$ cat config.mk
export PLATFORM = sky130hd
export DESIGN_NAME = hkv_fifo
export DESIGN_NICKNAME = d
export VERILOG_FILES = /design/src/rtl/hkv_fifo.sv
export SDC_FILE = /design/constraint.sdc
export NUM_CORES = 1
export LEC_CHECK = 0
export BUFFER_PORTS_ARGS = -buffer_cell sky130_fd_sc_hd__buf_2
export CAP_MARGIN = 40
export CELL_PAD_IN_SITES_DETAIL_PLACEMENT = 1
export CELL_PAD_IN_SITES_GLOBAL_PLACEMENT = 2
export CORE_AREA = 2 2 39 41
export DETAILED_ROUTE_END_ITERATION = 12
export DIE_AREA = 0 0 41 43
export PLACE_DENSITY = 0.58
export SYNTH_ARGS = -nofsm -noshare
export SYNTH_HDL_FRONTEND = slang
export SYNTH_SLANG_ARGS = --single-unit
$ cat constraint.sdc
create_clock -name clk -period 3.1 [get_ports clk]
set_input_delay 0.31 -clock clk [delete_from_list [all_inputs] [get_ports clk]]
set_output_delay 0.31 -clock clk [all_outputs]
set_load 0.005 [all_outputs]
$ cat src/rtl/hkv_fifo.sv
// hkv_fifo: small register queue with full/empty flags, any payload type
// depends on nothing
module hkv_fifo #(
	parameter int DEPTH = 2,
	parameter type T = logic
) (
	input  logic clk,
	input  logic arst_n,
	input  logic push,
	input  T     din,
	output logic full,
	input  logic pop,
	output T     dout,
	output logic empty
);
	localparam int AW = (DEPTH > 1) ? $clog2(DEPTH) : 1;
	localparam int CW = $clog2(DEPTH + 1);

	T               mem_q [DEPTH];
	logic [AW-1:0]  wr_q;
	logic [AW-1:0]  rd_q;
	logic [CW-1:0]  cnt_q;
	logic           do_push;
	logic           do_pop;

	assign full    = (cnt_q == CW'(DEPTH));
	assign empty   = (cnt_q == '0);
	assign do_push = push && !full;
	assign do_pop  = pop && !empty;
	assign dout    = mem_q[rd_q];

	// storage
	always_ff @(posedge clk) begin
		if (do_push) begin
			mem_q[wr_q] <= din;
		end
	end

	// pointers and fill count
	always_ff @(posedge clk or negedge arst_n) begin
		if (!arst_n) begin
			wr_q  <= '0;
			rd_q  <= '0;
			cnt_q <= '0;
		end else begin
			if (do_push) begin
				wr_q <= (wr_q == AW'(DEPTH - 1)) ? '0 : wr_q + 1'b1;
			end
			if (do_pop) begin
				rd_q <= (rd_q == AW'(DEPTH - 1)) ? '0 : rd_q + 1'b1;
			end
			if (do_push && !do_pop) begin
				cnt_q <= cnt_q + 1'b1;
			end else if (do_pop && !do_push) begin
				cnt_q <= cnt_q - 1'b1;
			end
		end
	end

endmodule

### Word level (Yosys, flattened, before mapping)

Memories as Yosys holds them, arrays and structs flattened.
Cells that the tools add are included.

| word-level totals | value |
|---|---|
| logic and storage cells | 25 |
| memory bits (writable) | 2 |
| memories kept | 1 |
| output and inout port bits | 3 |
| flip-flop bits (word level) | 4 |
| bits in read-only memories | 0 |
| latch bits | 0 |

Memory list:

| memory | words | bits a word | read ports | clocked after memory_dff | write ports | RTL line | RTL |
|---|---|---|---|---|---|---|---|
| mem_q | 2 | 1 | 1 | 0 | 1 | 19 | `T mem_q [DEPTH];` |

| operators by class | value |
|---|---|
| order comparisons | 0 |
| shift operators | 0 |
| equal/unequal tests | 1 |
| divide/modulo/power cells | 0 |
| reductions and logical operators | 10 |
| multiply operators | 0 |
| multiplexer cells | 6 |
| bitwise operators | 0 |
| add/sub/neg operators | 4 |

Operators by type and width:

| operator | number |
|---|---|
| logical AND 1 bit | 4 |
| logical NOT 1 bit | 4 |
| 2-to-1 mux 1 bit | 4 |
| 2-to-1 mux 2 bit | 2 |
| adder 1 bit (second input constant) | 2 |
| adder 2 x 1 -> 2 bit (second input constant) | 1 |
| equality test 2 bit (second input constant) | 1 |
| logical NOT 2 bit | 1 |
| nonzero test 2 bit | 1 |
| subtractor 2 x 1 -> 2 bit (second input constant) | 1 |

### Longest topological paths before layout

| depth | value |
|---|---|
| word-level depth | 7 |
| mapped depth | 7 |

### Least setup slack after synthesis

OpenSTA, ideal clock, no wires.

| path | value |
|---|---|
| path kind | flip-flop to flip-flop |
| start | register cnt_q[0] |
| end | register cnt_q[1] |
| cell stages (with the launch flop) | 7 |
| period minus slack after synthesis | 1361 ps |
| data required time | 3021 ps |
| library setup time | 79 ps |
| buffers on the path | 0 |
| setup slack | 1739 ps |
| arrival time | 1282 ps |
| path through | dfrtp_1 -> nand2b_1 -> nand2_1 -> inv_1 -> ha_1 -> nor2_1 -> xor2_1 |

| on the way | value |
|---|---|
| longest elaborated chain between the ends | 6 |

Ends and longest elaborated chain:

| item | RTL line | RTL |
|---|---|---|
| start, declared | 22 | `logic [CW-1:0] cnt_q;` |
| start signal, assigned | 53 | `cnt_q <= cnt_q + 1'b1;` |
| start signal, assigned | 55 | `cnt_q <= cnt_q - 1'b1;` |
| equality test 2 bit or logical NOT 2 bit (tied branches) | 26, 27 |  |
| logical NOT 1 bit, on equally long branches | 28, 29 |  |
| logical AND 1 bit, on equally long branches | 28, 29 |  |
| logical NOT 1 bit, on equally long branches | 54, 52 |  |
| logical AND 1 bit, on equally long branches | 54, 52 |  |
| nonzero test 2 bit (no source line) or 2-to-1 mux 2 bit (tied branches) | n/a |  |

Several ways; a longest one is shown, not always the timed one. The select of a mux whose other input is x is not followed.
A chain may end at the register's enable or synchronous reset.

### Worst setup path in the final report

Ends and elaborated chain as after synthesis.

==> metrics.cfg <==
[outcome]
outcome=complete, no violations

[worst_hold_path]
hold_class=in2reg
hold_path_depth=1

[detailed_routing]
routed_via_density=3.760
vias=188
avgRoutedWirePerCell_um=10.02
wirelength_um=501
drt_iter0_markers=0
antenna_left=0
drt_pass1_iterations=1
drc=0

[clock_network]
cts-buffers-inserted=3
cts_buffer_depth=2
cts.sinks=6
ctsRootBufferMaster=clkbuf_4
cts_resized=0
h-tree-depth=1
clkSlewWorstSetupHoldPaths_ns=0.05
tritoncts=yes
worstSkewPairLatency_ns=0.25

[logic_synthesis]
synth_area_leaders=dfrtp_1 (37%), edfxtp_1 (22%), xnor2_1 (9.8%)
synth-seq-area-share=0.5981
avgSynthCellArea_sq_um=12.17
synth.distinct_cells=12
synth_seq_cells=6
yosys_warnings=0
synth_area_sq_um=267.8
synth_top_area_share=0.3738
yosys.area.top_type=dfrtp_1
syn-num-nets=28
syn_inst=22

[sta]
relSlewSlack=0.8639
worstMarginPinSlew_ns=0.2028
fmax_ghz=0.6779
rsz0062_at_grt=false
min_period_over_period=0.4759
finalSetupViolCount=0
hold_viol=0
slew_violations=0
fin_skew_ns=0.004825
fin_setup_tns_ns=0
finalCriticalPeriod_ns=1.475

[power]
peakVddDrop_v=0.0001461
power.density_nw_per_um2=996.8
leakage_uw=0.0001741

[floorplan]
fp-row-count=14
start_util=0.1935
die_area_sq_um=1763
dieWidth_um=41
io-pin-count=8
die_h_um=43
core-area_sq_um=1384

[global_route]
antenna_found_initial=0
grt_pass1_wl_um=793
grt_pass1_vias=214
grt_max_degree=6
overflow=0
grt_usage=0.07762

[worst_setup_path]
ff2ff_path_depth=7
crit_required_ns=3.27
endpoint_kind=flip-flop
start_kind=flip-flop
crit_fanout=5
critPathKind=reg2reg
crit_arrival_ns=1.64

[run]
drv_cap=0

[layout]
area_growth_pct=34.11
drive_gt1_frac=0.3235
multi_input_area_sq_um=100.1
nets=41
fin_area_sq_um=359.1
n_antenna_cell=0
nFillCells=171
ff_latch_area_sq_um=160.2

[place]
hpwl_um=407.2
port_buffers=7
gp_congestion=0.5534
placed_cell_area_sq_um=322.8

-- Yosys cell counts --
library cell,count
dfrtp_1,4
o21ai_1,1
xnor2_1,3
nor2_1,3
edfxtp_1,2
nand2b_1,1
xor2_1,2
ha_1,1
mux2_2,1
and3_1,1
inv_1,2
nand2_1,1
-- routing by layer --
metal / up-vias / part of all wire / GRT usage
li1: 94 / - / -
met4: 0 / 0.028 / 0.1400
met5: - / 0 / 0
met2: 4 / 0.59 / 0.1156
met1: 88 / 0.36 / 0.06189
met3: 2 / 0.018 / 0
-- worst max-delay path, cell delays in order, from the launching register on --
cell,delay (ns)
dfrtp_1,0.43
nand2b_1,0.20
nand2_1,0.13
inv_1,0.06
ha_1,0.18
xor2_1,0.14
nor2_1,0.12
xor2_1,0.15
-- registers in the layout, summed over array words and instances, names as in the netlist --
name / count
cnt_q: 2
mem_q: 2
rd_q: 1
wr_q: 1
-- per-stage QoR --
| step | instances | total power (uW) | util | worst slack [ns] | hold WS (ns) |
|---|---|---|---|---|---|
| final | 50 | 358.0 | 0.2595 | 1.625 | 0.2563 |
| after global routing | 50 | 394.3 | 0.2595 | 1.435 | 0.2483 |
| after CTS | 50 | 368.5 | 0.2595 | 1.604 | 0.2401 |
| after detailed placement | 45 | 282.6 | 0.2333 | 1.619 | 0.1207 |
| after global placement | 45 | 271.9 | 0.2333 | 1.647 | 0.1192 |
| after floorplan | 22 | 237.4 | - | 1.739 | 0.01441 |
-- cell type report --
cell class | count | area share
Sequential cell | 6 | 0.4460
Multi-Input combinational cell | 14 | 0.2787
Timing Repair Buffer | 8 | 0.1254
Inverter | 2 | 0.02091
Tap cell | 16 | 0.05575
Clock buffer | 4 | 0.07317
-- cell usage in the layout, fill, tap and decap left out, types with 2 or more instances in the layout --
cell,synthesis,routed
clkbuf_4,0,3
buf_2,0,7
dfrtp_1,4,4
inv_1,2,2
nor2_1,3,3
edfxtp_1,2,2
xor2_1,2,2
xnor2_1,3,3
-- worst paths after layout --
check / start / end / slack, ns
hold / removal: din / mem_q[1] / 0.26
hold reg to reg: rd_q / rd_q / 0.50
setup reg to reg: cnt_q[0] / cnt_q[1] / 1.62
setup / recovery: cnt_q[0] / cnt_q[1] / 1.62
max in group asynchronous: arst_n / cnt_q[0] / 2.58
min in group asynchronous: arst_n / wr_q / 0.39
-- cells by family (layout without fill, tap and decap cells) --
family          after synthesis  count (layout)  share of synthesized area
buf+inv                       2              14                    0.02805
xor+xnor                      5               5                     0.1636
compound gates                1               1                    0.01867
simple gates                  6               6                     0.1028
mux                           1               1                    0.04205
fa+ha+maj                     1               1                    0.04672
flops                         6               6                     0.5982
-- power by group --
part	switching [uW]	internal [uW]
Sequential	32.7	119
Clock	30.4	48.9
Combinational	56.6	70.4
Total	120	238
-- timing repair --
action	in CTS	in global routing
endpoints found under the setup margin	0	0
hold buffers	1	0
endpoints found under the hold margin	4	0
setup buffers	0	0
No activity file was read; power rests on OpenSTA's default activity.
