--- src/rtl/hkv_pkg.sv ---
// hkv_pkg: shared types and constants for the hall key press velocity tracker
// depends on nothing; used by every module of the block except hkv_fifo
package hkv_pkg;

	localparam int IDX_W      = 4;
	localparam int SMP_W      = 12;
	localparam int TS_W       = 32;
	localparam int VAL_W      = 7;
	localparam int LAST_W     = 16;
	localparam int CFG_IDX_W  = 3;
	localparam int CFG_DATA_W = 16;

	// shared divider geometry
	localparam int DV_NUM_W = 24;
	localparam int DV_DEN_W = 16;
	localparam int DV_CNT_W = 5;

	// depth of the job queue and the result queue
	localparam int Q_DEPTH = 2;

	localparam logic [VAL_W-1:0]  VAL_MAX  = 7'd127;
	localparam logic [SMP_W-1:0]  SMP_MAX  = 12'hfff;
	localparam logic [LAST_W-1:0] LAST_RST = 16'hffff;
	localparam logic [3:0]        NUM_TEN  = 4'd10;

	// x / 10 as (x * 52429) >> 19, exact for x below 43690
	localparam logic [15:0] RECIP_TENTH = 16'd52429;
	localparam int          RECIP_SHIFT = 19;

	typedef enum logic [CFG_IDX_W-1:0] {
		REG_PRESS_NUM   = 3'd0,
		REG_RELEASE_NUM = 3'd1,
		REG_DETENT_DIV  = 3'd2,
		REG_VEL_MIN     = 3'd3,
		REG_VEL_MAX     = 3'd4
	} reg_idx_t;

	typedef struct packed {
		logic [3:0]  press_numerator;
		logic [3:0]  release_numerator;
		logic [7:0]  detent_divisor;
		logic [15:0] velocity_min_us;
		logic [15:0] velocity_max_us;
	} cfg_t;

	typedef struct packed {
		logic [IDX_W-1:0] sensor_index;
		logic [SMP_W-1:0] adc_raw;
		logic [SMP_W-1:0] calibrated_sample;
		logic [SMP_W-1:0] cal_min;
		logic [SMP_W-1:0] cal_max;
		logic             sample_valid;
		logic [TS_W-1:0]  time_us;
	} in_item_t;

	typedef struct packed {
		logic [IDX_W-1:0] out_index;
		logic [SMP_W-1:0] out_raw;
		logic [VAL_W-1:0] travel_value;
		logic [VAL_W-1:0] velocity;
		logic             pressed;
		logic [TS_W-1:0]  change_time_us;
		logic [SMP_W-1:0] press_threshold;
		logic [SMP_W-1:0] release_threshold;
	} out_item_t;

	// accepted sample handed from front to back
	typedef struct packed {
		logic [IDX_W-1:0] idx;
		logic [SMP_W-1:0] raw;
		logic [SMP_W-1:0] cal;
		logic [SMP_W-1:0] cmin;
		logic [SMP_W-1:0] cmax;
		logic [TS_W-1:0]  now;
	} job_t;

endpackage

--- src/rtl/hkv_fifo.sv ---
// hkv_fifo: small register queue with full/empty flags, any payload type
// depends on nothing
module hkv_fifo #(
	parameter int DEPTH = 2,
	parameter type T = logic
) (
	input  logic clk,
	input  logic arst_n,
	input  logic push,
	input  T     din,
	output logic full,
	input  logic pop,
	output T     dout,
	output logic empty
);
	localparam int AW = (DEPTH > 1) ? $clog2(DEPTH) : 1;
	localparam int CW = $clog2(DEPTH + 1);

	T               mem_q [DEPTH];
	logic [AW-1:0]  wr_q;
	logic [AW-1:0]  rd_q;
	logic [CW-1:0]  cnt_q;
	logic           do_push;
	logic           do_pop;

	assign full    = (cnt_q == CW'(DEPTH));
	assign empty   = (cnt_q == '0);
	assign do_push = push && !full;
	assign do_pop  = pop && !empty;
	assign dout    = mem_q[rd_q];

	// storage
	always_ff @(posedge clk) begin
		if (do_push) begin
			mem_q[wr_q] <= din;
		end
	end

	// pointers and fill count
	always_ff @(posedge clk or negedge arst_n) begin
		if (!arst_n) begin
			wr_q  <= '0;
			rd_q  <= '0;
			cnt_q <= '0;
		end else begin
			if (do_push) begin
				wr_q <= (wr_q == AW'(DEPTH - 1)) ? '0 : wr_q + 1'b1;
			end
			if (do_pop) begin
				rd_q <= (rd_q == AW'(DEPTH - 1)) ? '0 : rd_q + 1'b1;
			end
			if (do_push && !do_pop) begin
				cnt_q <= cnt_q + 1'b1;
			end else if (do_pop && !do_push) begin
				cnt_q <= cnt_q - 1'b1;
			end
		end
	end

endmodule

--- src/rtl/hkv_front.sv ---
// hkv_front: accepts samples, drops invalid or out-of-range ones, queues jobs
// depends on hkv_pkg and hkv_fifo
module hkv_front #(
	parameter int NUM_SENSORS = 16
) (
	input  logic              clk,
	input  logic              arst_n,
	input  logic              push,
	output logic              full,
	input  hkv_pkg::in_item_t sample,
	output logic              job_empty,
	input  logic              job_pop,
	output hkv_pkg::job_t     job
);
	import hkv_pkg::*;

	logic q_full;
	logic keep;
	job_t job_in;

	// classify: only valid samples for an existing sensor become jobs
	assign keep = sample.sample_valid && (32'(sample.sensor_index) < NUM_SENSORS);
	assign full = q_full;

	always_comb begin
		job_in.idx  = sample.sensor_index;
		job_in.raw  = sample.adc_raw;
		job_in.cal  = sample.calibrated_sample;
		job_in.cmin = sample.cal_min;
		job_in.cmax = sample.cal_max;
		job_in.now  = sample.time_us;
	end

	hkv_fifo #(.DEPTH(Q_DEPTH), .T(job_t)) u_jobq (
		.clk   (clk),
		.arst_n(arst_n),
		.push  (push && keep),
		.din   (job_in),
		.full  (q_full),
		.pop   (job_pop),
		.dout  (job),
		.empty (job_empty)
	);

endmodule

--- config.mk ---
export PLATFORM = sky130hd
export DESIGN_NAME = hkv_front
export DESIGN_NICKNAME = d
export VERILOG_FILES = /design/src/rtl/hkv_pkg.sv /design/src/rtl/hkv_fifo.sv /design/src/rtl/hkv_front.sv
export SDC_FILE = /design/constraint.sdc
export NUM_CORES = 1
export LEC_CHECK = 0
export ABC_AREA = 1
export BUFFER_PORTS_ARGS = -buffer_cell sky130_fd_sc_hd__clkbuf_2
export CAP_MARGIN = 20
export CORE_ASPECT_RATIO = 0.75
export CORE_MARGIN = 2
export CORE_UTILIZATION = 32
export DETAILED_ROUTE_END_ITERATION = 12
export PLACE_DENSITY = 0.58
export SYNTH_ARGS = -nofsm -noshare
export SYNTH_HDL_FRONTEND = slang
export SYNTH_SLANG_ARGS = --single-unit
--- constraint.sdc ---
create_clock -name clk -period 6.69 [get_ports clk]
set_input_delay 0.3345 -clock clk [delete_from_list [all_inputs] [get_ports clk]]
set_output_delay 0.3345 -clock clk [all_outputs]
set_load 0.1 [all_outputs]
# [Word level (Yosys, flattened, before mapping)]
# Memory sizes are Yosys's and may differ from the RTL's.
# Cells that the tools add are included.
[totals] register_bits=4 ramBits=168 output_inout_bits=86 word_cells=26 mem_count=1
[mem_list] memory="u_jobq.mem_q" depth=2 word_bits=84 rd=1 rd_ports_with_merged_regs=0 write_ports=1 line="hkv_fifo.sv:19" text="T mem_q [DEPTH];"
[classes] addsub=4 n_eq_ne=1 mux=6 reduce_logical=11
[op_table] cell="logical AND 1 bit" count=5
[op_table] cell="logical NOT 1 bit" count=4
[op_table] cell="two-way mux 1 bit" count=4
[op_table] cell="two-way mux 2 bit" count=2
[op_table] cell="adder 1 bit (second input constant)" count=2
[op_table] cell="adder 2 x 1 -> 2 bit (second input constant)" count=1
[op_table] cell="== test 2 bit (second input constant)" count=1
[op_table] cell="logical NOT 2 bit" count=1
[op_table] cell="nonzero test 2 bit" count=1
[op_table] cell="subtractor 2 x 1 -> 2 bit (second input constant)" count=1

# [Logic depth before layout (Yosys ltp)]
[logic_depth] word_depth=7 mapped_depth=10 ltp_nobuf=10

# [By module]
# A second synthesis with hierarchy kept.
[hier_totals] hier_cells=473 hier_area_um2=6371.1
[modules_own_cells] module="hkv_fifo" instances=1 cells_each=471 area_each_um2=6363.6 seq_area_each_um2=5144.9
[modules_own_cells] module="hkv_front" instances=1 cells_each=2 area_each_um2=7.5 seq_area_each_um2=0.0

# [Least setup slack after synthesis]
# OpenSTA, ideal clock, no wires.
[synth_path] path_type="reg2reg" start="reg u_jobq.cnt_q[0]" end="mem u_jobq.mem_q[1][0] in the netlist's numbering, enable pin" setup_ns=0.527 t_arrival_ns=4.097 required_time_ns=6.163 path_slack_ns=2.066 stages_incl_launch_ff=5 path_buffers=0 synth_period_minus_slack_ns=4.624 path_cell_list="dfrtp_1 inv_2 nand2_1 nand3_1 nor2_1"
[synth_between] elab_chain_len=5
[synth_rtl] element="start: declaration" line="hkv_fifo.sv:22" text="logic [CW-1:0] cnt_q;"
[synth_rtl] element="start signal: assignment" line="hkv_fifo.sv:53" text="cnt_q <= cnt_q + 1'b1;"
[synth_rtl] element="start signal: assignment" line="hkv_fifo.sv:55" text="cnt_q <= cnt_q - 1'b1;"
[synth_rtl] element="== test 2 bit" line="hkv_fifo.sv:26" text="assign full = (cnt_q == CW'(DEPTH));"
[synth_rtl] element="logical NOT 1 bit" line="hkv_fifo.sv:28" text="assign do_push = push && !full;"
[synth_rtl] element="logical AND 1 bit" line="hkv_fifo.sv:28"
[synth_rtl] element="two-way mux 1 bit" line="hkv_fifo.sv:34" text="if (do_push) begin"
[synth_rtl] element="two-way mux 1 bit (implied by the code)" line="hkv_fifo.sv:35" text="mem_q[wr_q] <= din;"
[synth_rtl] element="end: declaration" line="hkv_fifo.sv:19"
# Every way passes these cells.

==> out/qor.csv <==
metric,value,unit
status,"finished, final reports clean",
clk sinks,172,
CTS tree,yes,
DR DRC count,0,
Post-Synth XOR/XNOR Area,0.1376,%
vias in the first global route,4047,
Layout area overhead,26.69,%
worst-case reg-to-reg path depth,5,
Post-DP HPWL,8.204,mm
CTS clock-pin slew for the worst setup and hold paths,0.07,ns
fin. max-slew vios,0,
top post-synthesis cells by area,"edfxtp_1 (79%), nand2_1 (16%), dfrtp_1 (1.6%), buf_6 (1.2%), buf_2 (0.86%)",
Critical Path End Type,output pin,
"most used cell, CP",nand2_1,
die width,166.9,um
via/cell ratio,4.345,
DRT iter0 DRCs,247,
fin nets,741,
antenna violations before repair,0,
simple-gate area share of the yosys netlist,16.09,%
RR Startpoint,u_jobq.cnt_q[0],
WP data required,6.36,ns
clock latency on the worst-skew pair,0.42,ns
grt ovf,0,
crit path from,u_jobq.rd_q,
multi-input logic area,1059,sq um
gr usage total,12.62,%
Synth Instances,472,
Yosys warning count,0,
post-cts gate resize count,0,
Yosys cell types,16,
post-synth top area cell,edfxtp_1,
mux cell area share after synthesis,0,%
chip height,126.2,um
unrepaired setup endpoints after global routing,false,
crit path capture,job[45],
first-pass GRT wire length,20.62,mm
Worst Tran Pin Value,0.9872,ns
PortBufs,174,
die area,21050,sq um
fraction of layout cells with a size suffix above 1,32.23,%
crit path max fanout,86,
critical path's slowest cell,dfrtp_4,
Worst Hold Class,in -> reg,
Num CTS Buffers,17,
ant diodes,0,
FP Rows,44,
reg2reg end,u_jobq.mem_q[1][36],
Final TNS setup,0,ns
WL final,13.10,mm
Max transition margin,34.03,%
"Seq/Total Area, Yosys",80.80,%
Clock Skew,0.008544,ns
Core Region,19430,sq um
drt first pass iters,4,
Fin. Hold Viols,0,
number of max-cap violations,0,
final-report setup violation count,0,
Syn Std Cell Area,6367,sq um
Final min period,3.553,ns
htree depth,4,
Final ANT Viol Nets,0,
Max Clk Rate,0.2814,GHz
cell count along the critical path,5,
fin crit share,53.11,%
CP Launch Type,flip-flop,
Crit path max-delay family,buffers and inverters,
Crit path arrival time,3.22,ns
fill cell count,1829,
vias,3984,
hold slack,0.1005,ns
Synth Area in Adders,0.1965,%
WP buf/inv,3,
Sequential Area,5149,sq um
number of I/O pins,175,
GPL Wtd Cong,0.7639,
main combinational cell family by area after synthesis,simple AND/OR/NAND/NOR gates,
worst reg2reg setup slack,4.01,ns
Setup CP Type,reg -> out,
CP max stage delay,0.82,ns
Mapped Nets,562,
post-synthesis compound-gate area fraction,0.07860,%
register bit count reported by yosys,172,
average wire per standard cell,14.28,um
Bufs on Longest Clock Path,2,
largest net degree at the start of global routing,87,
CTS Root Cell,clkbuf_16,
share of the synthesized area in the top cell type,79.23,%
syn_area_per_cell,13.49,sq um
cell breakdown of the critical path,inv_2 > buf_4 > nand2_1 > nand2_1 > clkbuf_2,
starting density of the core,32.76,%
-- sequential cells by signal, indices dropped and copies added, names as in the netlist --
register	flops
u_jobq.mem_q	168
u_jobq.cnt_q	2
u_jobq.rd_q	1
u_jobq.wr_q	1
-- routing by layer --
layer	GRT usage [%]	up-vias	part of all wire (%)
li1	-	1943	-
met4	4.615	0	1.3
met3	4.525	12	7.0
met5	0	-	0
met2	21.04	126	47
met1	15.16	1903	45
-- cell usage after synthesis --
cell and n:
inv_1 6, nor2_1 2, nand3_1 2, nand4_1 1, nand2_1 263, o21ai_0 1, edfxtp_1 168, nand3b_1 1
ha_1 1, inv_2 2, buf_4 1, buf_2 11, buf_6 7, nor2_2 1, dfrtp_1 4, xnor2_1 1
-- worst register-to-register path, cell delays in order, from the launching register on --
cell and delay (ns):
dfrtp_1 0.44, inv_2 0.06, nand2_1 0.08, nand3_1 0.15, nor2_4 0.78, buf_4 0.74
-- per-stage QoR --
step | util, % | std cells | cell area [sq um] | setup slack [ns]
floorplan | - | 472 | 6367 | 2.066
global placement | 38.33 | 883 | 7448 | 3.584
detailed placement | 38.43 | 884 | 7468 | 3.518
CTS | 41.51 | 917 | 8066 | 3.042
global route | 41.51 | 917 | 8066 | 2.828
finish | 41.51 | 917 | 8066 | 3.137
-- worst min path at each step --
stage                     from                   to  slack [ns]  depth (start not counted)
detailed placement      arst_n      u_jobq.cnt_q[1]        0.15                          1
global route        sample[46]  u_jobq.mem_q[0][45]        0.07                          1
CTS                  sample[5]   u_jobq.mem_q[1][5]        0.07                          1
finish              sample[45]  u_jobq.mem_q[0][44]        0.10                          1
global placement        arst_n      u_jobq.cnt_q[1]        0.15                          1
floorplan               arst_n      u_jobq.cnt_q[0]        0.04                          0
-- what timing repair did --
item                                   4_1_cts  5_1_grt
endpoints found under the hold margin        4        0
hold buffers                                 1        0
buffers inserted                             0        0
-- layout by cell type, fill, tap and decap left out, types with 2 or more instances in the layout --
| cell type | netlist | layout |
|---|---|---|
| buf_4 | 1 | 3 |
| bufinv_16 | 0 | 2 |
| clkbuf_16 | 0 | 17 |
| clkbuf_2 | 0 | 174 |
| clkinv_1 | 0 | 2 |
| clkinv_2 | 0 | 2 |
| clkinv_4 | 0 | 3 |
| clkinvlp_4 | 0 | 2 |
| dfrtp_1 | 4 | 3 |
| edfxtp_1 | 168 | 168 |
| inv_1 | 6 | 5 |
| inv_2 | 2 | 2 |
| inv_6 | 0 | 3 |
| inv_8 | 0 | 2 |
| nand2_1 | 263 | 263 |
| nand3_1 | 2 | 2 |
-- area by class of cell --
| class | count | area share [%] |
|---|---|---|
| clock buffers | 17 | 5.274 |
| clock inverters | 15 | 2.016 |
| inverters | 8 | 0.3878 |
| multi-input cells | 273 | 13.12 |
| flip-flops and latches | 172 | 63.83 |
| well taps | 253 | 3.924 |
| repair buffers | 179 | 11.45 |
-- kinds of logic after synthesis --
kind of cell / count (synthesis)
AO/OA/AOI/OAI: 1
XOR/XNOR: 1
adder cells (fa/ha/maj): 1
buffers and inverters: 27
flip-flops: 172
AND/OR/NAND/NOR: 270
Power is not shown: default switching activity piles up to over one toggle a cycle in this logic, so the estimate is an artifact.
